`src/rtl/marching_squares_contour_assert.svh`:
```
// Assertion macros for the marching squares contour block.
// Used by the top level; depends on nothing else.
`ifndef MARCHING_SQUARES_CONTOUR_ASSERT_SVH
`define MARCHING_SQUARES_CONTOUR_ASSERT_SVH

// The expression must never hold while out of reset.
`define MSC_ASSERT_NEVER(lbl, clk, rst_n, expr) \
	lbl: assert property (@(posedge clk) disable iff (!(rst_n)) !(expr)) \
		else $error("contour block: forbidden condition seen");

// The consequent must hold in the cycle after the antecedent.
`define MSC_ASSERT_NEXT(lbl, clk, rst_n, ante, cons) \
	lbl: assert property (@(posedge clk) disable iff (!(rst_n)) (ante) |=> (cons)) \
		else $error("contour block: expected follow-up missing");

`endif

```
`src/rtl/msc_pkg.sv`:
```
// Shared types, constants and helper functions of the marching squares contour block.
// Depends on nothing; every module imports it.
package msc_pkg;

	localparam int IDX_W = 12;

	localparam logic [2:0] REG_ISO_LEVEL = 3'd0;
	localparam logic [2:0] REG_GRID_COLS = 3'd1;
	localparam logic [2:0] REG_ORIGIN_X  = 3'd2;
	localparam logic [2:0] REG_ORIGIN_Y  = 3'd3;
	localparam logic [2:0] REG_STEP_X    = 3'd4;
	localparam logic [2:0] REG_STEP_Y    = 3'd5;

	localparam logic [3:0] MASK_NONE = 4'd0;
	localparam logic [3:0] MASK_ALL  = 4'd15;

	// Valid flag at bit 32, Q16.16 value below.
	typedef logic [32:0] smp_t;

	typedef struct packed {
		smp_t [3:0]         corner;
		logic [3:0]         mask;
		logic [IDX_W-1:0]   col_idx;
		logic [IDX_W-1:0]   row_idx;
	} job_t;

	typedef enum logic [3:0] {
		B_IDLE, B_CX, B_CY, B_CW, B_EDGE, B_DIV, B_MX, B_MY, B_MW, B_OUT
	} bst_t;

	// Edge codes: 0 = corners 0-1, 1 = 0-3, 2 = 1-2, 3 = 2-3.
	function automatic logic [1:0] edge_a(input logic [1:0] e);
		case (e)
			2'd0: edge_a = 2'd0;
			2'd1: edge_a = 2'd0;
			2'd2: edge_a = 2'd1;
			default: edge_a = 2'd2;
		endcase
	endfunction

	function automatic logic [1:0] edge_b(input logic [1:0] e);
		case (e)
			2'd0: edge_b = 2'd1;
			2'd1: edge_b = 2'd3;
			2'd2: edge_b = 2'd2;
			default: edge_b = 2'd3;
		endcase
	endfunction

	function automatic logic [1:0] seg_first(input logic [3:0] m);
		case (m)
			4'd3, 4'd12: seg_first = 2'd2;
			4'd4, 4'd11: seg_first = 2'd3;
			4'd7, 4'd8:  seg_first = 2'd1;
			default:     seg_first = 2'd0;
		endcase
	endfunction

	function automatic logic [1:0] seg_second(input logic [3:0] m);
		case (m)
			4'd1, 4'd14, 4'd3, 4'd12: seg_second = 2'd1;
			4'd2, 4'd13, 4'd4, 4'd11: seg_second = 2'd2;
			default:                  seg_second = 2'd3;
		endcase
	endfunction

	function automatic logic signed [31:0] sat32(input logic signed [47:0] v);
		if (v > 48'sd2147483647) begin
			sat32 = 32'sh7FFF_FFFF;
		end else if (v < -48'sd2147483648) begin
			sat32 = 32'sh8000_0000;
		end else begin
			sat32 = v[31:0];
		end
	endfunction

	function automatic logic [32:0] absdiff(input logic signed [31:0] pa,
			input logic signed [31:0] pb);
		logic signed [32:0] d;
		d = 33'(pb) - 33'(pa);
		absdiff = d[32] ? 33'(-d) : 33'(d);
	endfunction

	// pa moved toward pb by round(|pb - pa| * t / 2^31), the product given.
	function automatic logic signed [31:0] lerp_pt(input logic signed [31:0] pa,
			input logic signed [31:0] pb, input logic signed [67:0] prod);
		logic signed [32:0] d;
		logic [65:0]        s;
		logic [32:0]        off;
		logic signed [33:0] r;
		d = 33'(pb) - 33'(pa);
		s = prod[65:0] + (66'd1 << 30);
		off = s[63:31];
		r = d[32] ? 34'(pa) - $signed({1'b0, off}) : 34'(pa) + $signed({1'b0, off});
		lerp_pt = r[31:0];
	endfunction

endpackage

```
`src/rtl/msc_back.sv`:
```
// Back end: grid coordinates, edge interpolation with a shared divider and multiplier,
// and the result register. Depends on msc_pkg.
module msc_back (
	input  logic                clk,
	input  logic                arst_n,
	input  logic signed [31:0]  iso_level,
	input  logic signed [31:0]  origin_x,
	input  logic signed [31:0]  origin_y,
	input  logic signed [31:0]  step_x,
	input  logic signed [31:0]  step_y,
	input  logic                job_valid,
	input  msc_pkg::job_t       job,
	output logic                job_pop,
	input  logic                pop,
	output logic                empty,
	output logic signed [31:0]  start_x,
	output logic signed [31:0]  start_y,
	output logic signed [31:0]  end_x,
	output logic signed [31:0]  end_y,
	output logic [8:0]          cell_col,
	output logic [8:0]          cell_row
);
	import msc_pkg::*;

	bst_t                st_q, st_nxt;
	job_t                job_q;
	logic                edge_q;
	logic signed [31:0]  xl_q, xr_q, yt_q, yb_q;
	logic signed [31:0]  pax_q, pbx_q, pay_q, pby_q;
	logic [33:0]         rem_q;
	logic [32:0]         ud_q;
	logic [31:0]         t_q;
	logic [4:0]          cnt_q;
	logic signed [67:0]  mul_q;
	logic signed [31:0]  ptx_q, sx_q, sy_q, ex_q, ey_q;
	logic                out_valid_q;
	logic signed [31:0]  start_x_q, start_y_q, end_x_q, end_y_q;
	logic [8:0]          cell_col_q, cell_row_q;

	logic signed [33:0]  mul_a, mul_b;
	logic                out_load;
	logic [1:0]          ecode, ca, cb;
	smp_t                sa, sb;
	logic signed [33:0]  num, den;
	logic [32:0]         un, ud;
	logic                degen;
	logic                use_div;
	logic [33:0]         r2;
	logic signed [31:0]  px [4];
	logic signed [31:0]  py [4];
	logic signed [47:0]  psum;

	// Edge set-up for the edge being worked on, the divider's shifted remainder and the coordinate sum.
	always_comb begin
		ecode = edge_q ? seg_second(job_q.mask) : seg_first(job_q.mask);
		ca = edge_a(ecode);
		cb = edge_b(ecode);
		sa = job_q.corner[ca];
		sb = job_q.corner[cb];
		num = 34'(iso_level) - 34'($signed(sa[31:0]));
		den = 34'($signed(sb[31:0])) - 34'($signed(sa[31:0]));
		un = num[33] ? 33'(-num) : 33'(num);
		ud = den[33] ? 33'(-den) : 33'(den);
		if (un > ud) begin
			un = ud;
		end
		degen = !sa[32] || !sb[32] || (den == '0) || (num == '0) || (num[33] != den[33]);
		use_div = !degen && (un != ud);
		px[0] = xl_q; px[1] = xr_q; px[2] = xr_q; px[3] = xl_q;
		py[0] = yt_q; py[1] = yt_q; py[2] = yb_q; py[3] = yb_q;
		r2 = {rem_q[32:0], 1'b0};
		psum = 48'(st_q == B_CY ? origin_x : origin_y) + mul_q[47:0];
	end

	always_comb begin
		st_nxt = st_q;
		case (st_q)
			B_IDLE: if (job_valid) st_nxt = B_CX;
			B_CX:   st_nxt = B_CY;
			B_CY:   st_nxt = B_CW;
			B_CW:   st_nxt = B_EDGE;
			B_EDGE: st_nxt = use_div ? B_DIV : B_MX;
			B_DIV:  if (cnt_q == 5'd0) st_nxt = B_MX;
			B_MX:   st_nxt = B_MY;
			B_MY:   st_nxt = B_MW;
			B_MW:   st_nxt = edge_q ? B_OUT : B_EDGE;
			B_OUT:  if (out_load) st_nxt = B_IDLE;
			default: st_nxt = B_IDLE;
		endcase
	end

	always_comb begin
		job_pop  = (st_q == B_IDLE) && job_valid;
		out_load = (st_q == B_OUT) && (!out_valid_q || pop);
		mul_a = '0;
		mul_b = '0;
		case (st_q)
			B_CX: begin
				mul_a = $signed(34'(job_q.col_idx));
				mul_b = 34'(step_x);
			end
			B_CY: begin
				mul_a = $signed(34'(job_q.row_idx));
				mul_b = 34'(step_y);
			end
			B_MX: begin
				mul_a = $signed({1'b0, absdiff(pax_q, pbx_q)});
				mul_b = $signed({2'b00, t_q});
			end
			B_MY: begin
				mul_a = $signed({1'b0, absdiff(pay_q, pby_q)});
				mul_b = $signed({2'b00, t_q});
			end
			default: begin
				mul_a = '0;
				mul_b = '0;
			end
		endcase
	end

	always_ff @(posedge clk or negedge arst_n) begin
		if (!arst_n) begin
			st_q        <= B_IDLE;
			out_valid_q <= 1'b0;
			edge_q      <= 1'b0;
		end else begin
			st_q <= st_nxt;
			if (out_load) begin
				out_valid_q <= 1'b1;
			end else if (pop) begin
				out_valid_q <= 1'b0;
			end
			if (job_pop) begin
				edge_q <= 1'b0;
			end else if (st_q == B_MW) begin
				edge_q <= 1'b1;
			end
		end
	end

	always_ff @(posedge clk) begin
		mul_q <= mul_a * mul_b;
		if (job_pop) begin
			job_q <= job;
		end
		case (st_q)
			B_CY: begin
				xl_q <= sat32(psum);
				xr_q <= sat32(psum + 48'(step_x));
			end
			B_CW: begin
				yt_q <= sat32(psum);
				yb_q <= sat32(psum + 48'(step_y));
			end
			B_EDGE: begin
				pax_q <= px[ca];
				pbx_q <= px[cb];
				pay_q <= py[ca];
				pby_q <= py[cb];
				rem_q <= 34'(un);
				ud_q  <= ud;
				cnt_q <= 5'd30;
				t_q   <= (!degen && (un == ud)) ? 32'h8000_0000 : 32'd0;
			end
			B_DIV: begin
				// One quotient bit per cycle, restoring form.
				if (r2 >= 34'(ud_q)) begin
					rem_q <= r2 - 34'(ud_q);
					t_q   <= {t_q[30:0], 1'b1};
				end else begin
					rem_q <= r2;
					t_q   <= {t_q[30:0], 1'b0};
				end
				cnt_q <= cnt_q - 5'd1;
			end
			B_MY: begin
				ptx_q <= lerp_pt(pax_q, pbx_q, mul_q);
			end
			B_MW: begin
				if (!edge_q) begin
					sx_q <= ptx_q;
					sy_q <= lerp_pt(pay_q, pby_q, mul_q);
				end else begin
					ex_q <= ptx_q;
					ey_q <= lerp_pt(pay_q, pby_q, mul_q);
				end
			end
			default: begin
			end
		endcase
		if (out_load) begin
			start_x_q  <= sx_q;
			start_y_q  <= sy_q;
			end_x_q    <= ex_q;
			end_y_q    <= ey_q;
			cell_col_q <= job_q.col_idx[8:0];
			cell_row_q <= job_q.row_idx[8:0];
		end
	end

	assign empty    = ~out_valid_q;
	assign start_x  = start_x_q;
	assign start_y  = start_y_q;
	assign end_x    = end_x_q;
	assign end_y    = end_y_q;
	assign cell_col = cell_col_q;
	assign cell_row = cell_row_q;

endmodule

```
`config.mk`:
```
export PLATFORM = sky130hd
export DESIGN_NAME = msc_back
export DESIGN_NICKNAME = d
export VERILOG_FILES = /design/src/rtl/marching_squares_contour_assert.svh /design/src/rtl/msc_pkg.sv /design/src/rtl/msc_back.sv
export SDC_FILE = /design/constraint.sdc
export NUM_CORES = 2
export LEC_CHECK = 0
export BUFFER_PORTS_ARGS = -buffer_cell sky130_fd_sc_hd__buf_2
export CORE_MARGIN = 3
export CORE_UTILIZATION = 40
export CTS_CLUSTER_SIZE = 20
export DETAILED_ROUTE_END_ITERATION = 7
export SYNTH_ARGS = -nofsm -noshare
export SYNTH_HDL_FRONTEND = slang
export SYNTH_SLANG_ARGS = --single-unit
```
`constraint.sdc`:
```
create_clock -name clk -period 26.9 [get_ports clk]
set_clock_uncertainty 0.15 [all_clocks]
set_input_delay 1.345 -clock clk [delete_from_list [all_inputs] [get_ports clk]]
set_output_delay 1.345 -clock clk [all_outputs]
set_load 0.01 [all_outputs]
```
Word level (Yosys, flattened, before mapping). Memory sizes are Yosys's and may differ from the RTL's. A register that Yosys moved wholly into a read port is not among the register bits. Cells that the tools add are included.

Bitwise operators: 4. Multiplexer cells: 51. Multiply operators: 1. Equal/unequal tests: 23. $add $sub $neg: 18. Reductions and logical operators: 29. Order comparisons: 12.

Operators by type and width (number): $mux W32 (15); $mux W33 (8); $bmux W32 S2 (4); $gt A48 B32 Y1 const B (3); $lt A48 B32 Y1 const B (3); $bmux W33 S2 (2); $neg A33 Y33 (4); $pmux W33 S4 (1); $sub A32 B32 Y33 (4); $pmux W34 S3 (1); $add A48 B32 Y48 (2); $logic_not A34 Y1 (2); $pmux W33 S2 (1); $add A32 B32 Y32 (2); $pmux W32 S2 (1); $sub A32 B32 Y32 (2); $add A63 B31 Y63 const B (1); $mul A34 B34 Y63 (1); $add A48 B48 Y48 (1); $mux W48 (1); $pmux W4 S10 (1); $ge A34 B33 Y1 (1); $eq A33 B33 Y1 (1); $gt A33 B33 Y1 (1); other kinds (31) (75).

Output and inout port bits: 148. Bits in read-only memories: 32. Bits of input ports: 324. Logic and storage cells: 173. Register bits: 894. Memories kept: 1.

Memory list: (no name shown) (words 16, width 2, read ports 1, clocked after memory_dff 1, wr ports 0, RTL line msc_pkg.sv:60) `case (m)`.

Logic depth before layout (Yosys ltp).
Depth after elaboration: 18. Gate-level depth with buffers: 51. Depth with buffers taken out: 50.

Least setup slack after synthesis. OpenSTA, ideal clock, no wires.

Kind: register to register. Start point: reg st_q[0]. End point: reg pax_q[0] (enable). Stages on the path, launching flop included: 6. Period minus slack after synthesis: 13.117 ns. Arrival: 12.088 ns. Setup time: 0.879 ns. Path slack: 13.783 ns. Required time: 25.871 ns. Buffers on the path: 4. Path through: dfrtp_1 clkbuf_1 clkbuf_1 clkbuf_1 clkbuf_1 nor3_1.

Longest elaborated chain between the ends: 1.

Ends and longest elaborated chain: start: declaration (RTL line msc_back.sv:25) `bst_t st_q, st_nxt;`; start signal: assignment (RTL line msc_back.sv:127) `st_q <= st_nxt;`; $eq A4 B3 Y1 (RTL line msc_back.sv:146) `case (st_q)`; end signal: assignment (RTL line msc_back.sv:156) `pax_q <= px[ca];`; end: declaration (RTL line msc_back.sv:29) `logic signed [31:0] pax_q, pbx_q, pay_q, pby_q;`.

No other way between the ends. A chain may end at the register's enable or synchronous reset.

Final worst setup path.
Start point: reg pay_q[1]. End point: reg mul_q[62].

Longest elaborated chain between the ends: 5.

Ends and longest elaborated chain: start: declaration (RTL line msc_back.sv:29); start signal: assignment (RTL line msc_back.sv:158) `pay_q <= py[ca];`; $sub A32 B32 Y33 (*) (RTL line msc_pkg.sv:80) `d = 33'(pb) - 33'(pa);`; $neg A33 Y33 (RTL line msc_pkg.sv:81) `absdiff = d[32] ? 33'(-d) : 33'(d);`; $mux W33 (*) (RTL line msc_pkg.sv:81); $pmux W33 S4 (*) (RTL line msc_back.sv:97) `case (st_q)`; $mul A34 B34 Y63 (*) (RTL line msc_back.sv:142) `mul_q <= mul_a * mul_b;`; end signal: assignment (RTL line msc_back.sv:142); end: declaration (RTL line msc_back.sv:34) `logic signed [67:0] mul_q;`.

Every way passes the cells marked *; elsewhere a longest branch is shown, timed or not.

==> run_results.csv <==
group,metric,value,unit
outcome,status,"finished clean",
detailed_routing,drt_iter0_drc,6358,
logic_synthesis,avgSynthCellArea,9.53,um^2
clock_tree,cts_sinks,896,
clock_tree,clkLatencyLatePin,0.81,ns
logic_synthesis,synth_top_cells_by_count,"inv_1 (1454), fa_1 (997), nor2_1 (987)",
floorplan,die_y,488,um
worst_setup_path,critPathLaunchType,"register",
global_route,antenna_found_initial,34,
timing,worstMarginPinSlew,1.45,ns
logic_synthesis,yosysMostFrequentCell,"inv_1",
place,port_buffers,471,
timing,setup_tns,0,ns
worst_setup_path,cp-end-kind,"register",
worst_setup_path,cp.required,27.38,ns
timing,finalMaxSlewViolations,0,
timing,period_needed,14.52,ns
clock_tree,clkTransAtPathRegs,0.07,ns
logic_synthesis,synth_cell_types,100,
cells_and_area,seq_area,26200,um^2
clock_tree,cts_root_buf,"clkbuf_16",
floorplan,io_pins,472,
detailed_routing,ant_nets,0,
min_path,hp-start,"ex_q[21]",
logic_synthesis,synth_area,93000,um^2
floorplan,die_x,488,um
logic_synthesis,synth_top_area_share,0.266,
clock_tree,postCtsSetupBuffers,0,
cells_and_area,fin_nets,12200,
worst_setup_path,slowest_stage,"or4_1",
floorplan,coreArea,231000,um^2
global_route,grt_overflow,0,
detailed_routing,remaining_drc_errors,0,
detailed_routing,wl_per_cell,25.2,um
logic_synthesis,ys.flop_type,"edfxtp_1",
floorplan,initial_core_util,0.404,
logic_synthesis,synth_edf_count,825,
timing,hold_viol,0,
cells_and_area,area_delta_synth_final,10.9,%
cells_and_area,drive_gt1_frac,0.107,
floorplan,rows,176,
cells_and_area,nFillCells,21900,
global_route,grt_util_met2,0.443,
place,dp_hpwl,270000,um
detailed_routing,vias,74400,
logic_synthesis,synth_area_leaders,"edfxtp_1 (27%), fa_1 (21%), ha_1 (9.2%)",
logic_synthesis,seq_area_frac_synth,0.282,
global_route,grt_pass1_vias,75300,
worst_setup_path,crit_arrival,15.00,ns
timing,relSlewSlack,0.0257,
clock_tree,ctsLongestPathBuffers,3,
detailed_routing,vias_per_cell,5.59,
global_route,met1_usage,0.357,
worst_setup_path,crit-reg2reg-launch,"pay_q[1]",
global_route,grt_pass1_wl,491000,um
detailed_routing,routed_wl,335000,um
worst_setup_path,cp-startpoint,"pay_q[1]",
clock_tree,cts_buffers,104,
floorplan,die_area,238000,um^2
clock_tree,cts_hold_buf,0,
global_route,track_usage,0.279,
worst_setup_path,critPathMaxFanout,20,
worst_setup_path,cp_slowest_stage_delay,0.70,ns
place,finalWeightedCongestion,1.03,
logic_synthesis,synth_top_area_cell,"edfxtp_1",
global_route,grt_max_degree,98,
logic_synthesis,syn_inst,9767,
logic_synthesis,ys.warnings.count,0,
timing,rsz0062_at_grt,"no",
clock_tree,cts_tree,"yes",
worst_setup_path,critPathKind,"register to register",
detailed_routing,first_pass_iters,6,
global_route,busiest_layer,"met2",
timing,fmax,0.0689,GHz
clock_tree,cts_resized,0,
timing,setup_viol,0,
timing,finalCritPeriodShare,0.540,
logic_synthesis,async_reset_ff_frac,0.00670,
logic_synthesis,yosys_register_bits,896,
flow_run,cap_violations,0,
worst_setup_path,crit_top_cell,"fa_1",
clock_tree,cts.htree.levels,3,
cells_and_area,multi_input_area,60300,um^2
min_path,hold_path_class,"register to register",
global_route,grt_util_met3,0.0473,
==> cell type report <==
cell class	instances	area share
Multi-Input combinational cell	7060	0.585
Tap cell	3026	0.0367
Clock buffer	118	0.0260
Sequential cell	896	0.254
Clock inverter	76	0.00934
Inverter	1454	0.0529
Antenna cell	41	0.000995
Timing Repair Buffer	638	0.0351
==> per-stage QoR <==
step / hold slack, ns / util / std cells / setup slack [ns] / area (um^2)
after floorplan: 0.250 / - / 9783 / 13.78 / 93100
final: 0.225 / 0.447 / 13300 / 12.38 / 103000
after detailed placement: 0.255 / 0.431 / 13100 / 12.61 / 99400
after global placement: 0.252 / 0.431 / 13100 / 12.64 / 99400
after global routing: 0.231 / 0.447 / 13300 / 11.76 / 103000
after CTS: 0.203 / 0.447 / 13300 / 12.53 / 103000
==> kinds of logic (layout without fill, tap and decap cells) <==
family	Yosys count	in the layout	synth area share
AO/OA/AOI/OAI	1712	1712	0.118
XOR/XNOR	592	592	0.0561
adder cells (fa/ha/maj)	1683	1683	0.307
buffers and inverters	1827	2286	0.0738
flip-flops	896	896	0.282
multiplexers	254	254	0.0295
other	2	59	0.0000807
AND/OR/NAND/NOR	2801	2801	0.134
==> registers in the layout, indices dropped and copies added (netlist names), 33 cells and up, named ones only <==
signal	cells
ud_q	33
rem_q	33
job_q	160
mul_q	63
==> critical path: cells and delay by family (launching register included) <==
family	cells	cell delay, ns
compound gates	16	4.44
xor+xnor	2	0.28
fa+ha+maj	10	4.84
buf+inv	8	0.88
flops	1	0.46
simple gates	11	3.31
==> layout by cell type (no fill, tap or decap), types with 75 or more instances in the layout <==
| cell | instances |
|---|---|
| nand3_1 | 155 |
| buf_2 | 471 |
| xor2_1 | 227 |
| a21oi_1 | 481 |
| edfxtp_1 | 825 |
| o21a_1 | 75 |
| ha_1 | 686 |
| nand2b_1 | 79 |
| and3_1 | 117 |
| clkbuf_16 | 104 |
| o21ai_0 | 379 |
| buf_4 | 166 |
| nor3_1 | 111 |
| a21o_1 | 188 |
| inv_1 | 1453 |
| nand2_1 | 973 |
| mux2i_1 | 91 |
| xnor2_1 | 363 |
| fa_1 | 997 |
| nor2_1 | 982 |
| mux2_2 | 163 |
==> routing by layer <==
| metal | wire [um] | part of all wire |
|---|---|---|
| met1 | 133000 | 0.40 |
| met2 | 152000 | 0.45 |
| met3 | 26000 | 0.077 |
| met5 | 89 | 0.00027 |
| met4 | 24400 | 0.073 |
==> path summary, 6_finish.rpt <==
check	endpoint	slack, ns	cells after the start
setup / recovery	mul_q[62]	12.38	47
hold / removal	end_x[21]	0.23	0
setup reg to reg	mul_q[62]	12.38	47
hold reg to reg	end_x[21]	0.23	0
max in group asynchronous	st_q[0]	26.14	1
min in group asynchronous	st_q[3]	0.25	1
Power is left out: the tool's default activity adds up to more than one toggle a clock period on the data nets, which glitch-free logic cannot reach.
