### src/rtl/marching_squares_contour_assert.svh
// Assertion macros for the marching squares contour block.
// Used by the top level; depends on nothing else.
`ifndef MARCHING_SQUARES_CONTOUR_ASSERT_SVH
`define MARCHING_SQUARES_CONTOUR_ASSERT_SVH

// The expression must never hold while out of reset.
`define MSC_ASSERT_NEVER(lbl, clk, rst_n, expr) \
	lbl: assert property (@(posedge clk) disable iff (!(rst_n)) !(expr)) \
		else $error("contour block: forbidden condition seen");

// The consequent must hold in the cycle after the antecedent.
`define MSC_ASSERT_NEXT(lbl, clk, rst_n, ante, cons) \
	lbl: assert property (@(posedge clk) disable iff (!(rst_n)) (ante) |=> (cons)) \
		else $error("contour block: expected follow-up missing");

`endif

### src/rtl/msc_pkg.sv
// Shared types, constants and helper functions of the marching squares contour block.
// Depends on nothing; every module imports it.
package msc_pkg;

	localparam int IDX_W = 12;

	localparam logic [2:0] REG_ISO_LEVEL = 3'd0;
	localparam logic [2:0] REG_GRID_COLS = 3'd1;
	localparam logic [2:0] REG_ORIGIN_X  = 3'd2;
	localparam logic [2:0] REG_ORIGIN_Y  = 3'd3;
	localparam logic [2:0] REG_STEP_X    = 3'd4;
	localparam logic [2:0] REG_STEP_Y    = 3'd5;

	localparam logic [3:0] MASK_NONE = 4'd0;
	localparam logic [3:0] MASK_ALL  = 4'd15;

	// Valid flag at bit 32, Q16.16 value below.
	typedef logic [32:0] smp_t;

	typedef struct packed {
		smp_t [3:0]         corner;
		logic [3:0]         mask;
		logic [IDX_W-1:0]   col_idx;
		logic [IDX_W-1:0]   row_idx;
	} job_t;

	typedef enum logic [3:0] {
		B_IDLE, B_CX, B_CY, B_CW, B_EDGE, B_DIV, B_MX, B_MY, B_MW, B_OUT
	} bst_t;

	// Edge codes: 0 = corners 0-1, 1 = 0-3, 2 = 1-2, 3 = 2-3.
	function automatic logic [1:0] edge_a(input logic [1:0] e);
		case (e)
			2'd0: edge_a = 2'd0;
			2'd1: edge_a = 2'd0;
			2'd2: edge_a = 2'd1;
			default: edge_a = 2'd2;
		endcase
	endfunction

	function automatic logic [1:0] edge_b(input logic [1:0] e);
		case (e)
			2'd0: edge_b = 2'd1;
			2'd1: edge_b = 2'd3;
			2'd2: edge_b = 2'd2;
			default: edge_b = 2'd3;
		endcase
	endfunction

	function automatic logic [1:0] seg_first(input logic [3:0] m);
		case (m)
			4'd3, 4'd12: seg_first = 2'd2;
			4'd4, 4'd11: seg_first = 2'd3;
			4'd7, 4'd8:  seg_first = 2'd1;
			default:     seg_first = 2'd0;
		endcase
	endfunction

	function automatic logic [1:0] seg_second(input logic [3:0] m);
		case (m)
			4'd1, 4'd14, 4'd3, 4'd12: seg_second = 2'd1;
			4'd2, 4'd13, 4'd4, 4'd11: seg_second = 2'd2;
			default:                  seg_second = 2'd3;
		endcase
	endfunction

	function automatic logic signed [31:0] sat32(input logic signed [47:0] v);
		if (v > 48'sd2147483647) begin
			sat32 = 32'sh7FFF_FFFF;
		end else if (v < -48'sd2147483648) begin
			sat32 = 32'sh8000_0000;
		end else begin
			sat32 = v[31:0];
		end
	endfunction

	function automatic logic [32:0] absdiff(input logic signed [31:0] pa,
			input logic signed [31:0] pb);
		logic signed [32:0] d;
		d = 33'(pb) - 33'(pa);
		absdiff = d[32] ? 33'(-d) : 33'(d);
	endfunction

	// pa moved toward pb by round(|pb - pa| * t / 2^31), the product given.
	function automatic logic signed [31:0] lerp_pt(input logic signed [31:0] pa,
			input logic signed [31:0] pb, input logic signed [67:0] prod);
		logic signed [32:0] d;
		logic [65:0]        s;
		logic [32:0]        off;
		logic signed [33:0] r;
		d = 33'(pb) - 33'(pa);
		s = prod[65:0] + (66'd1 << 30);
		off = s[63:31];
		r = d[32] ? 34'(pa) - $signed({1'b0, off}) : 34'(pa) + $signed({1'b0, off});
		lerp_pt = r[31:0];
	endfunction

endpackage

### src/rtl/msc_jobq.sv
// Two-entry queue of classified cells between the front end and the back end.
// Depends on msc_pkg.
module msc_jobq (
	input  logic           clk,
	input  logic           arst_n,
	input  logic           wr,
	input  msc_pkg::job_t  wdata,
	input  logic           rd,
	output msc_pkg::job_t  rdata,
	output logic           q_full,
	output logic           q_empty
);
	import msc_pkg::*;

	job_t        ent_q [2];
	logic        wp_q;
	logic        rp_q;
	logic [1:0]  cnt_q;

	assign q_full  = (cnt_q == 2'd2);
	assign q_empty = (cnt_q == 2'd0);
	assign rdata   = ent_q[rp_q];

	always_ff @(posedge clk or negedge arst_n) begin
		if (!arst_n) begin
			wp_q  <= 1'b0;
			rp_q  <= 1'b0;
			cnt_q <= 2'd0;
		end else begin
			if (wr) begin
				wp_q <= ~wp_q;
			end
			if (rd) begin
				rp_q <= ~rp_q;
			end
			cnt_q <= cnt_q + 2'(wr) - 2'(rd);
		end
	end

	always_ff @(posedge clk) begin
		if (wr) begin
			ent_q[wp_q] <= wdata;
		end
	end

endmodule

### config.mk
export PLATFORM = sky130hd
export DESIGN_NAME = msc_jobq
export DESIGN_NICKNAME = d
export VERILOG_FILES = /design/src/rtl/marching_squares_contour_assert.svh /design/src/rtl/msc_pkg.sv /design/src/rtl/msc_jobq.sv
export SDC_FILE = /design/constraint.sdc
export NUM_CORES = 1
export LEC_CHECK = 0
export BUFFER_PORTS_ARGS = -buffer_cell sky130_fd_sc_hd__buf_4
export CAP_MARGIN = 20
export CORE_UTILIZATION = 52
export DETAILED_ROUTE_END_ITERATION = 10
export PLACE_DENSITY = 0.79
export SYNTH_ARGS = -nofsm -noshare
export SYNTH_HDL_FRONTEND = slang
export SYNTH_SLANG_ARGS = --single-unit
export TNS_END_PERCENT = 30
### constraint.sdc
create_clock -name clk -period 10.9 [get_ports clk]
set_input_delay 1.635 -clock clk [delete_from_list [all_inputs] [get_ports clk]]
set_output_delay 1.635 -clock clk [all_outputs]
set_load 0.02 [all_outputs]
; ---- After elaboration in Yosys (flattened, before gate mapping)
; Memory sizes are Yosys's and may differ from the RTL's.
; Index checks and enable logic that the tools add are counted.
[word_totals]
ff_bits = 4
ramBits = 320
elab_cells = 12
n_memories = 1
[op_classes]
n_addsub = 2
eq_ne = 1
n_mux = 2
bitwise = 2
reduce_logical = 1
[mem_list]
columns = memory, words, width, read_ports, rd_clocked_by_memory_dff, wr, line
row1 = ent_q, 2, 160, 1, 0, 1, msc_jobq.sv:15  ; job_t ent_q [2];
[op_table]
columns = operator, n
row1 = 2-bit by 1-bit adder with 2-bit output, 1
row2 = 2-bit == test (second input constant), 1
row3 = 2-bit logical NOT, 1
row4 = 1-bit 2-to-1 mux, 2
row5 = 1-bit inverter, 2
row6 = 2-bit by 1-bit subtractor with 2-bit output, 1

; ---- Longest topological paths before layout
; Gate-level depths: netlist of the first run.
[logic_depth]
word_depth = 2
ltp_mapped = 5
mapped_depth_nobuf = 5

; ---- Worst setup path before layout of the first run
; No wires, ideal clock.
[synth_path]
kind = input to register
start = input wr
end = memory ent_q[0][0] in the netlist's numbering, enable pin
setup_ps = 701
arrival_ps = 8550
t_required_ps = 10199
slack_ps = 1649
stages = 1
n_path_buf = 0
cell_sequence = nor2b_1
[synth_via]
elab_chain_cells = 2
[synth_lines]
columns = item, line
row1 = start: declaration, msc_jobq.sv:6  ; input logic wr,
row2 = 1-bit 2-to-1 mux, msc_jobq.sv:41  ; if (wr) begin
row3 = 1-bit 2-to-1 mux (implied by the code), msc_jobq.sv:42  ; ent_q[wp_q] <= wdata;
row4 = end: declaration, msc_jobq.sv:15
; Every way passes these cells.

==> results of run 1 <==
registers in the layout, indices dropped and copies added (netlist names):
register and count:
wp_q 1, cnt_q 2, ent_q 320, rp_q 1
critical path: stages, from the launching register on:
cell     delay (ns)
dfrtp_4        0.77
buf_4          0.84
buf_4          0.61
buf_16         0.32
mux2_2         0.37
buf_4          0.15
metrics by stage:
stage | hold WS [ns] | setup slack (ns) | utilization | total power [W]
floorplan | 0.4555 | 1.649 | - | 0.002798
global placement | 0.5375 | 6.050 | 0.6514 | 0.003275
detailed placement | 0.5482 | 5.939 | 0.6514 | 0.003319
CTS | 0.5567 | 5.412 | 0.6987 | 0.004426
global route | 0.5914 | 5.448 | 0.7011 | 0.004554
finish | 0.5513 | 5.606 | 0.7011 | 0.004390
metal layers:
layer | part of all wire | wire [um] | track usage | vias to the layer above
met5 | 0 | 0 | 0 | -
met4 | 0.024 | 588 | 0.06412 | 0
met3 | 0.091 | 2202 | 0.06977 | 43
met2 | 0.51 | 12320 | 0.3460 | 277
met1 | 0.37 | 9054 | 0.2340 | 3000
li1 | - | - | - | 2741
synthesized netlist by cell type, drive strengths merged:
cell type,n,area (um2)
and2,1,6.260
buf,18,158.9
dfrtp,4,100.1
edfxtp,320,9609
ha,2,25.02
inv,2,7.510
mux2,160,2140
nor2,1,3.750
nor2b,2,12.51
xor2,2,17.52
xor3,1,23.77
power breakdown:
| group | switching, W | internal [W] |
|---|---|---|
| clock network | 0.000442 | 0.000659 |
| logic | 0.000806 | 0.000736 |
| registers | 0.0000889 | 0.00166 |
final timing paths:
path                             startpoint                     end  slack [ns]
max reg2reg                wp_q$_DFFE_PN0P_  ent_q[1][13]$_DFFE_PP_        8.30
min in group asynchronous            arst_n        rp_q$_DFFE_PN0P_        0.92
min reg2reg                wp_q$_DFFE_PN0P_        wp_q$_DFFE_PN0P_        0.55
max in group asynchronous            arst_n        rp_q$_DFFE_PN0P_        9.86
max                        rp_q$_DFFE_PN0P_              rdata[159]        5.61
min                        wp_q$_DFFE_PN0P_        wp_q$_DFFE_PN0P_        0.55
placed cells by master, fill, tap and decap left out:
cell type,netlist,final
clkbuf_16,0,35
dfrtp_1,4,3
inv_1,2,2
xor3_1,1,1
inv_6,0,2
mux2_2,70,70
buf_4,0,330
nor2_1,1,1
clkinv_2,0,5
nor2b_4,0,1
clkinvlp_4,0,2
dfrtp_4,0,1
clkinv_1,0,6
xor2_1,2,2
ha_1,2,2
mux2_4,90,90
bufinv_16,0,3
and2_4,0,1
clkinv_4,0,1
clkbuf_1,0,5
nor2b_1,2,1
buf_16,0,2
edfxtp_1,320,320
kinds of logic (layout without fill, tap and decap cells):
| kind of cell | after synthesis | in the layout |
|---|---|---|
| muxes | 160 | 160 |
| buffers and inverters | 20 | 393 |
| DFF | 324 | 324 |
| adders and majority gates | 2 | 2 |
| xor gates and xnor gates | 3 | 3 |
| and+or+nand+nor | 4 | 4 |
layout make-up:
| cell class | instances | area (um2) | share of cell area |
|---|---|---|---|
| Inverter | 2 | 7.507 | 0.0004715 |
| Clock buffer | 40 | 894.6 | 0.05619 |
| Sequential cell | 324 | 9713 | 0.6101 |
| Clock inverter | 19 | 178.9 | 0.01124 |
| Timing Repair Buffer | 332 | 2532 | 0.1591 |
| Multi-Input combinational cell | 169 | 2238 | 0.1406 |
| Tap cell | 285 | 356.6 | 0.02240 |
==> impl_metrics.tcl, run 1 <==
set metrics [dict create \
    antenna_found_initial 0 \
    drt_iter0_drc 402 \
    ys_seq_area_frac 0.8022 \
    drt.antenna.violating_nets 0 \
    grt_pass1_vias 6514 \
    clk_pin_slew_ns 0.06 \
    post_cts_buffers 0 \
    start_kind "flop" \
    num_rows 55 \
    synthXorXnorAreaFrac 0.003411 \
    required_ns 9.27 \
    fillers 1400 \
    synth_warnings 0 \
    rr_worst_depth 3 \
    cp_max_fo 60 \
    clockBufferDepth 3 \
    rsz0062_at_grt "no" \
    synth_seq_cells 324 \
    slew-limit-headroom 0.2578 \
    cts_sinks 324 \
    syn_area_per_cell_um2 23.59 \
    synth_cell_types 13 \
    top_level_ports 326 \
    status "completed" \
    critPathKind "reg -> out" \
    synth-compound-area-share 0 \
    finalCriticalPeriod_ns 5.294 \
    final-hold-violation-count 0 \
    peakVddDrop_uv 217.2 \
    clock_latency_ns 0.49 \
    cts_tree "yes" \
    synth_fa_ha_area_frac 0.002067 \
    antenna_cells 0 \
    place.gp.congestion 0.8073 \
    vias 6061 \
    place_area_um2 14790 \
    synth.area.mux_share 0.1768 \
    fin_area_um2 15920 \
    end_kind "output port" \
    h-tree-depth 2 \
    grt_pass1_wl_um 35820 \
    p_per_area_nw_per_um2 275.7 \
    start_util 0.5330 \
    synth_nets 679 \
    hold_depth 1 \
    dieHeight_um 154.6 \
    drc_errors 0 \
    cts_made_buffers 34 \
    drt-wirelength-per-cell_um 20.63 \
    hp-class "reg -> reg" \
    dr.pass1.iters 4 \
    post_cts_resized 0 \
    slew_viol_final 0 \
    fin_tns_setup_ns 0 \
    postCtsHoldBufs 0 \
    syn-instance-count 513 \
    stdcell_count 1171 \
    max_clock_freq_mhz 188.9 \
    syn2layout_area_growth_pct 31.54 \
    gr-usage-all-layers 0.2001 \
    dieArea_um2 23890 \
    finish.net_count 1029 \
    io_buffers 325 \
    setup_viol 0 \
    layout-drive-gt1-share 0.6129 \
    wirelength_um 24160 \
    die_x_um 154.6 \
    synth-simple-area-share 0.001861 \
    netlist_area_um2 12100 \
    synth_top_family_by_area "multiplexers" \
    drv_cap 0 \
    power_leakage_nw 6.262 \
    arrival_ns 3.66 \
    core-area_um2 22710 \
    dp.cells 1110 \
    via_per_inst 5.176 \
    root_buffer "clkbuf_16" \
    tightest_slew_ns 1.113 \
    grt_max_degree 85 \
    clock_skew_ns 0.01740 \
    dp_hpwl_um 16400 \
    grt_overflow 0 \
    fin_crit_sh 0.4856 \
]
No activity file was read; power rests on OpenSTA's default activity.
==> run 2, diff against run 1 <==
--- a/config.mk
+++ b/config.mk
@@ -5,11 +5,12 @@
 export SDC_FILE = /design/constraint.sdc
 export NUM_CORES = 1
 export LEC_CHECK = 0
+export ABC_AREA = 1
 export BUFFER_PORTS_ARGS = -buffer_cell sky130_fd_sc_hd__buf_4
 export CAP_MARGIN = 20
-export CORE_UTILIZATION = 52
+export CORE_UTILIZATION = 53
 export DETAILED_ROUTE_END_ITERATION = 10
-export PLACE_DENSITY = 0.79
+export PLACE_DENSITY = 0.8
 export SYNTH_ARGS = -nofsm -noshare
 export SYNTH_HDL_FRONTEND = slang
 export SYNTH_SLANG_ARGS = --single-unit
==> constraint.sdc (replaced) <==
create_clock -name clk -period 5.3 [get_ports clk]
set_input_delay 0.795 -clock clk [delete_from_list [all_inputs] [get_ports clk]]
set_output_delay 0.795 -clock clk [all_outputs]
set_load 0.02 [all_outputs]
==> run 2 against run 1 <==
  * Cell count increased by 30%
  * Routed wire length increased by 1.1%
  * Via count increased by 23%
  * Largest power group unchanged
  * Non-clock buffer count increased by 1
  * Count of clock-buffer cells in the layout increased by 3
  * Critical path type unchanged
  * Total power increased by 100%
  * Design area increased by 0.35%
  * Clock power increased by 78%
  * Die area increased by 1.1%
==> impl_metrics.tcl, run 2 <==
set metrics [dict create \
    cts_sinks 324 \
    synth-edff-count 320 \
    fin_area_um2 15980 \
    via_per_inst 4.869 \
    place.gp.congestion 0.7614 \
    syn_area_per_cell_um2 14.49 \
    peakVddDrop_uv 482.2 \
    grt_pass1_vias 7469 \
    synth_ff_type "edfxtp_1" \
    r2r_slack_ns 3.00 \
    clock_latency_ns 0.54 \
    die_x_um 155.4 \
    synth_top_area_cell "edfxtp_1" \
    slew-limit-headroom 0.2928 \
    io_buffers 325 \
    ys_seq_area_frac 0.7783 \
    drt-wirelength-per-cell_um 16.00 \
    cp_cell_sequence "buf_12 -> nand2_1 -> o21ai_0 -> buf_4" \
    top_level_ports 326 \
    synth_seq_cells 324 \
    max_clock_freq_mhz 312.2 \
    post_cts_resized 0 \
    synthTopCellsByArea "edfxtp_1 77%, o21ai_2 5.9%, inv_1 5.0%, nand2_1 5.0%, o21ai_1 1.8%" \
    wirelength_um 24430 \
    drt.antenna.violating_nets 0 \
    synth_cell_types 15 \
    place_area_um2 15080 \
    start_util 0.5461 \
    syn-instance-count 861 \
    gr-usage-all-layers 0.2007 \
    synth.top_cell.area_share 0.7702 \
    layout-drive-gt1-share 0.3743 \
    synth_nets 1027 \
    slowest_delay_ns 0.79 \
    crit_family "flip-flops" \
    dr.pass1.iters 5 \
    antenna_found_initial 1 \
    postCtsHoldBufs 0 \
    top_regs "ent_q (320), cnt_q (2)" \
    cts_made_buffers 31 \
    cts_tree "yes" \
    r2r-end "ent_q[1][101]$_DFFE_PP_" \
    dp.cells 1471 \
    synth.most_common_cell "edfxtp_1" \
    clk_pin_slew_ns 0.06 \
    required_ns 4.51 \
    clock_skew_ns 0.01100 \
    dieHeight_um 155.4 \
    post_cts_buffers 0 \
    clockBufferDepth 3 \
    finalCriticalPeriod_ns 3.203 \
    final_common_cell "buf_4" \
    tightest_slew_ns 1.061 \
    synthArstFlopShare 0.01235 \
    dp_hpwl_um 16350 \
    hp-class "in -> async" \
    arrival_ns 2.41 \
    syn2layout_area_growth_pct 28.06 \
    core-area_um2 22850 \
    power_leakage_nw 6.727 \
    drt_iter0_drc 435 \
    drc_errors 0 \
    stdcell_count 1527 \
    cp_max_fo 137 \
    finish.net_count 1357 \
    rsz0062_at_grt "no" \
    root_buffer "clkbuf_16" \
    netlist_area_um2 12480 \
    fin_tns_setup_ns 0 \
    status "completed" \
    final-hold-violation-count 0 \
    setup_viol 0 \
    fin_crit_sh 0.6043 \
    critPathKind "reg -> out" \
    cp_num_buf_inv 2 \
    num_rows 55 \
    synth_warnings 0 \
    synth_common_cells "320 x edfxtp_1, 167 x inv_1, 166 x nand2_1, 84 x o21ai_2, 46 x o21ai_1" \
    dieArea_um2 24160 \
    h-tree-depth 1 \
    start_kind "flop" \
    r2r_start "wp_q$_DFFE_PN0P_" \
    p_per_area_nw_per_um2 561.1 \
    grt_max_degree 138 \
    rr_worst_depth 3 \
    drv_cap 0 \
    grt_overflow 0 \
    largest_reg_flops 320 \
    grt_pass1_wl_um 37380 \
    mostFrequentLayoutCells "330 x buf_4, 320 x edfxtp_1, 166 x inv_1, 166 x nand2_1, 84 x o21ai_2" \
    largest_register "ent_q" \
    end_kind "output port" \
    slew_viol_final 0 \
    vias 7435 \
    slowest_stage "dfrtp_4" \
]
==> run 2: through the flow <==
stage          total power (W)  worst slack [ns]  hold WS [ns]    util
6_report              0.008964             2.097       0.04618  0.6993
5_1_grt               0.009415             1.912       0.02689  0.6993
4_1_cts               0.009072             2.044       0.02165  0.6992
3_5_place_dp          0.007093             2.557        0.5677  0.6600
3_3_place_gp          0.007017             2.533        0.5392  0.6600
2_1_floorplan         0.005855            0.8455        0.4994       -
==> run 2: cell families after synthesis <==
group / Yosys count / synth area share
AND/OR/NAND/NOR: 170 / 0.05125
adder cells (fa/ha/maj): 2 / 0.002005
buffers and inverters: 203 / 0.07763
XOR/XNOR: 2 / 0.001404
AO/OA/AOI/OAI: 160 / 0.08946
flip-flops: 324 / 0.7783
==> run 2: worst max-delay path by stage <==
stage | from | endpoint | slack (ns) | cells past startpoint
after global routing | rp_q$_DFFE_PN0P_ | rdata[5] | 1.91 | 3
after floorplan | wr | ent_q[1][0]$_DFFE_PP_ | 0.85 | 2
after CTS | rp_q$_DFFE_PN0P_ | rdata[5] | 2.04 | 3
after global placement | wr | ent_q[1][115]$_DFFE_PP_ | 2.53 | 4
after detailed placement | wr | ent_q[1][56]$_DFFE_PP_ | 2.56 | 4
final | rp_q$_DFFE_PN0P_ | rdata[5] | 2.10 | 4
==> run 2: layout make-up <==
type	instances	area, um2
clock inverters	12	73.82
flip-flops and latches	324	9713
multi-input cells	334	1805
diodes	1	2.502
inverters	167	631.9
fillers	1599	6870
repair buffers	333	2537
well taps	313	391.6
clock buffers	43	820.8
==> run 2: power by group <==
part	internal (W)	switching (W)	leakage [nW]	total, W
combinational	0.00125	0.00218	3.24	0.00343
clock	0.00112	0.000844	0.432	0.00196
sequential	0.00340	0.000173	3.05	0.00358
==> run 2: metal layers <==
| layer | track usage | vias to the layer above | part of all wire |
|---|---|---|---|
| li1 | - | 3582 | - |
| met1 | 0.2445 | 3511 | 0.38 |
| met2 | 0.3412 | 285 | 0.50 |
| met3 | 0.04958 | 57 | 0.079 |
| met4 | 0.08730 | 0 | 0.039 |
| met5 | 0 | - | 0 |
==> run 3, diff against run 2 <==
--- a/config.mk
+++ b/config.mk
@@ -8,9 +8,9 @@
 export ABC_AREA = 1
 export BUFFER_PORTS_ARGS = -buffer_cell sky130_fd_sc_hd__buf_4
 export CAP_MARGIN = 20
-export CORE_UTILIZATION = 53
+export CORE_UTILIZATION = 48
 export DETAILED_ROUTE_END_ITERATION = 10
-export PLACE_DENSITY = 0.8
+export PLACE_DENSITY = 0.76
 export SYNTH_ARGS = -nofsm -noshare
 export SYNTH_HDL_FRONTEND = slang
 export SYNTH_SLANG_ARGS = --single-unit
==> constraint.sdc (replaced) <==
create_clock -name clk -period 2.65 [get_ports clk]
set_input_delay 0.3975 -clock clk [delete_from_list [all_inputs] [get_ports clk]]
set_output_delay 0.3975 -clock clk [all_outputs]
set_load 0.02 [all_outputs]
==> run 3 against run 2 <==
  * Highest routed layer unchanged
  * Design area increased by 2.5%
  * Count of clock-buffer cells in the layout rose by 4
  * Die area grew 10%
  * Critical path type unchanged
  * Via count rose by 0.40%
  * Global-route usage decreased by 1.6 points
  * Cell count up 2.4%
  * Routed wire length up 2.0%
==> impl_metrics.tcl, run 3 (same netlist as run 2, synthesis figures left out) <==
set metrics [dict create \
    grt_max_degree 74 \
    required_ns 2.25 \
    final_common_cell "buf_4" \
    root_buffer "clkbuf_16" \
    dr.pass1.iters 5 \
    top_regs "ent_q (320), cnt_q (2)" \
    top_level_ports 326 \
    die_x_um 163.2 \
    hold_depth 1 \
    largest_reg_flops 320 \
    cts_made_buffers 34 \
    gr-usage-all-layers 0.1847 \
    dieArea_um2 26640 \
    fin_tns_setup_ns 0 \
    fin_crit_sh 0.9051 \
    syn2layout_area_growth_pct 31.31 \
    dp_hpwl_um 17130 \
    hp-class "in -> reg" \
    finish.net_count 1378 \
    grt_overflow 0 \
    mostFrequentLayoutCells "337 x buf_4, 320 x edfxtp_1, 165 x inv_1, 165 x nand2_1, 84 x o21ai_2" \
    power_leakage_nw 6.915 \
    arrival_ns 2.00 \
    place.gp.congestion 0.7780 \
    p_per_area_nw_per_um2 1140 \
    fillers 1836 \
    largest_register "ent_q" \
    setup_viol 0 \
    drt-wirelength-per-cell_um 15.93 \
    rr_worst_depth 2 \
    start_kind "flop" \
    critPathKind "reg -> out" \
    drc_errors 0 \
    tightest_slew_ns 0.6529 \
    drv_cap 0 \
    clock_skew_ns 0.02260 \
    cp_max_fo 34 \
    post_cts_resized 0 \
    h-tree-depth 2 \
    via_per_inst 4.773 \
    antenna_found_initial 1 \
    grt_pass1_wl_um 37480 \
    core-area_um2 25330 \
    fin_util 0.6468 \
    clock_latency_ns 0.51 \
    clk_pin_slew_ns 0.06 \
    max_clock_freq_mhz 416.9 \
    layout-drive-gt1-share 0.3909 \
    finalCriticalPeriod_ns 2.398 \
    drt_iter0_drc 390 \
    wirelength_um 24910 \
    dieHeight_um 163.2 \
    cts_sinks 324 \
    hold_slack_ns 0.06877 \
    clockBufferDepth 3 \
    num_rows 58 \
    grt_pass1_vias 7354 \
    rsz0062_at_grt "no" \
    multi_input_area_um2 1808 \
    drt.antenna.violating_nets 0 \
    cts_tree "yes" \
    peakVddDrop_uv 863.1 \
    r2r_start "wp_q$_DFFE_PN0P_" \
    seqCellArea_um2 9713 \
    hold_path_startpoint "wdata[34]" \
    holdPathEnd "ent_q[1][34]$_DFFE_PP_" \
    start_util 0.4926 \
    io_buffers 325 \
    slew_viol_final 0 \
    end_kind "output port" \
    total_power_w 0.01868 \
    r2r_slack_ns 1.05 \
    final-hold-violation-count 0 \
    slew-limit-headroom 0.5637 \
    status "completed" \
    r2r-end "ent_q[0][54]$_DFFE_PP_" \
    vias 7465 \
]
run 3: layout make-up:
cell class	count	area share
clock buffers	47	0.05744
clock inverters	10	0.004506
repair buffers	351	0.1709
diodes	1	0.0001528
multi-input cells	334	0.1104
well taps	330	0.02520
flip-flops and latches	324	0.5929
inverters	167	0.03849
run 3: report_power, final:
| part | switching, W | internal [W] | total (W) |
|---|---|---|---|
| registers | 0.000322 | 0.00679 | 0.00712 |
| clock network | 0.00178 | 0.00257 | 0.00435 |
| logic | 0.00444 | 0.00278 | 0.00722 |
| total | 0.00654 | 0.0121 | 0.0187 |
run 3: per-stage QoR:
stage	setup slack [ns]	instance area, um2	cells
2_1_floorplan	-0.6102	12490	861
3_3_place_gp	0.7926	15350	1505
3_5_place_dp	0.7476	15350	1505
4_1_cts	0.1962	16380	1563
5_1_grt	0.1231	16380	1564
6_report	0.2515	16380	1564
run 3: worst max path at each step:
stage	start	to	slack, ns	cells after the start
global placement	rp_q$_DFFE_PN0P_	rdata[31]	0.79	5
detailed placement	rp_q$_DFFE_PN0P_	rdata[37]	0.75	5
floorplan	wp_q$_DFFE_PN0P_	ent_q[1][0]$_DFFE_PP_	-0.61	2
CTS	rp_q$_DFFE_PN0P_	rdata[37]	0.20	5
global route	rp_q$_DFFE_PN0P_	rdata[38]	0.12	5
finish	rp_q$_DFFE_PN0P_	rdata[37]	0.25	5
run 3: critical path, stage by stage, from the launching register on:
cell     delay (ns)
dfrtp_4        0.70
buf_12         0.21
buf_12         0.22
nand2_1        0.10
o21ai_2        0.08
buf_4          0.16
run 3: what timing repair did:
item	4_1_cts	5_1_grt
endpoints found under the hold margin	4	0
hold buffers	1	0
buffers inserted	0	0
run 3: layer usage:
metal  vias to the layer above  share of wire  GRT usage
met4                         0          0.035    0.08241
met1                      3529           0.37     0.2070
met3                        55          0.077    0.05180
met2                       245           0.52     0.3259
met5                         -              0          0
li1                       3636              -          -
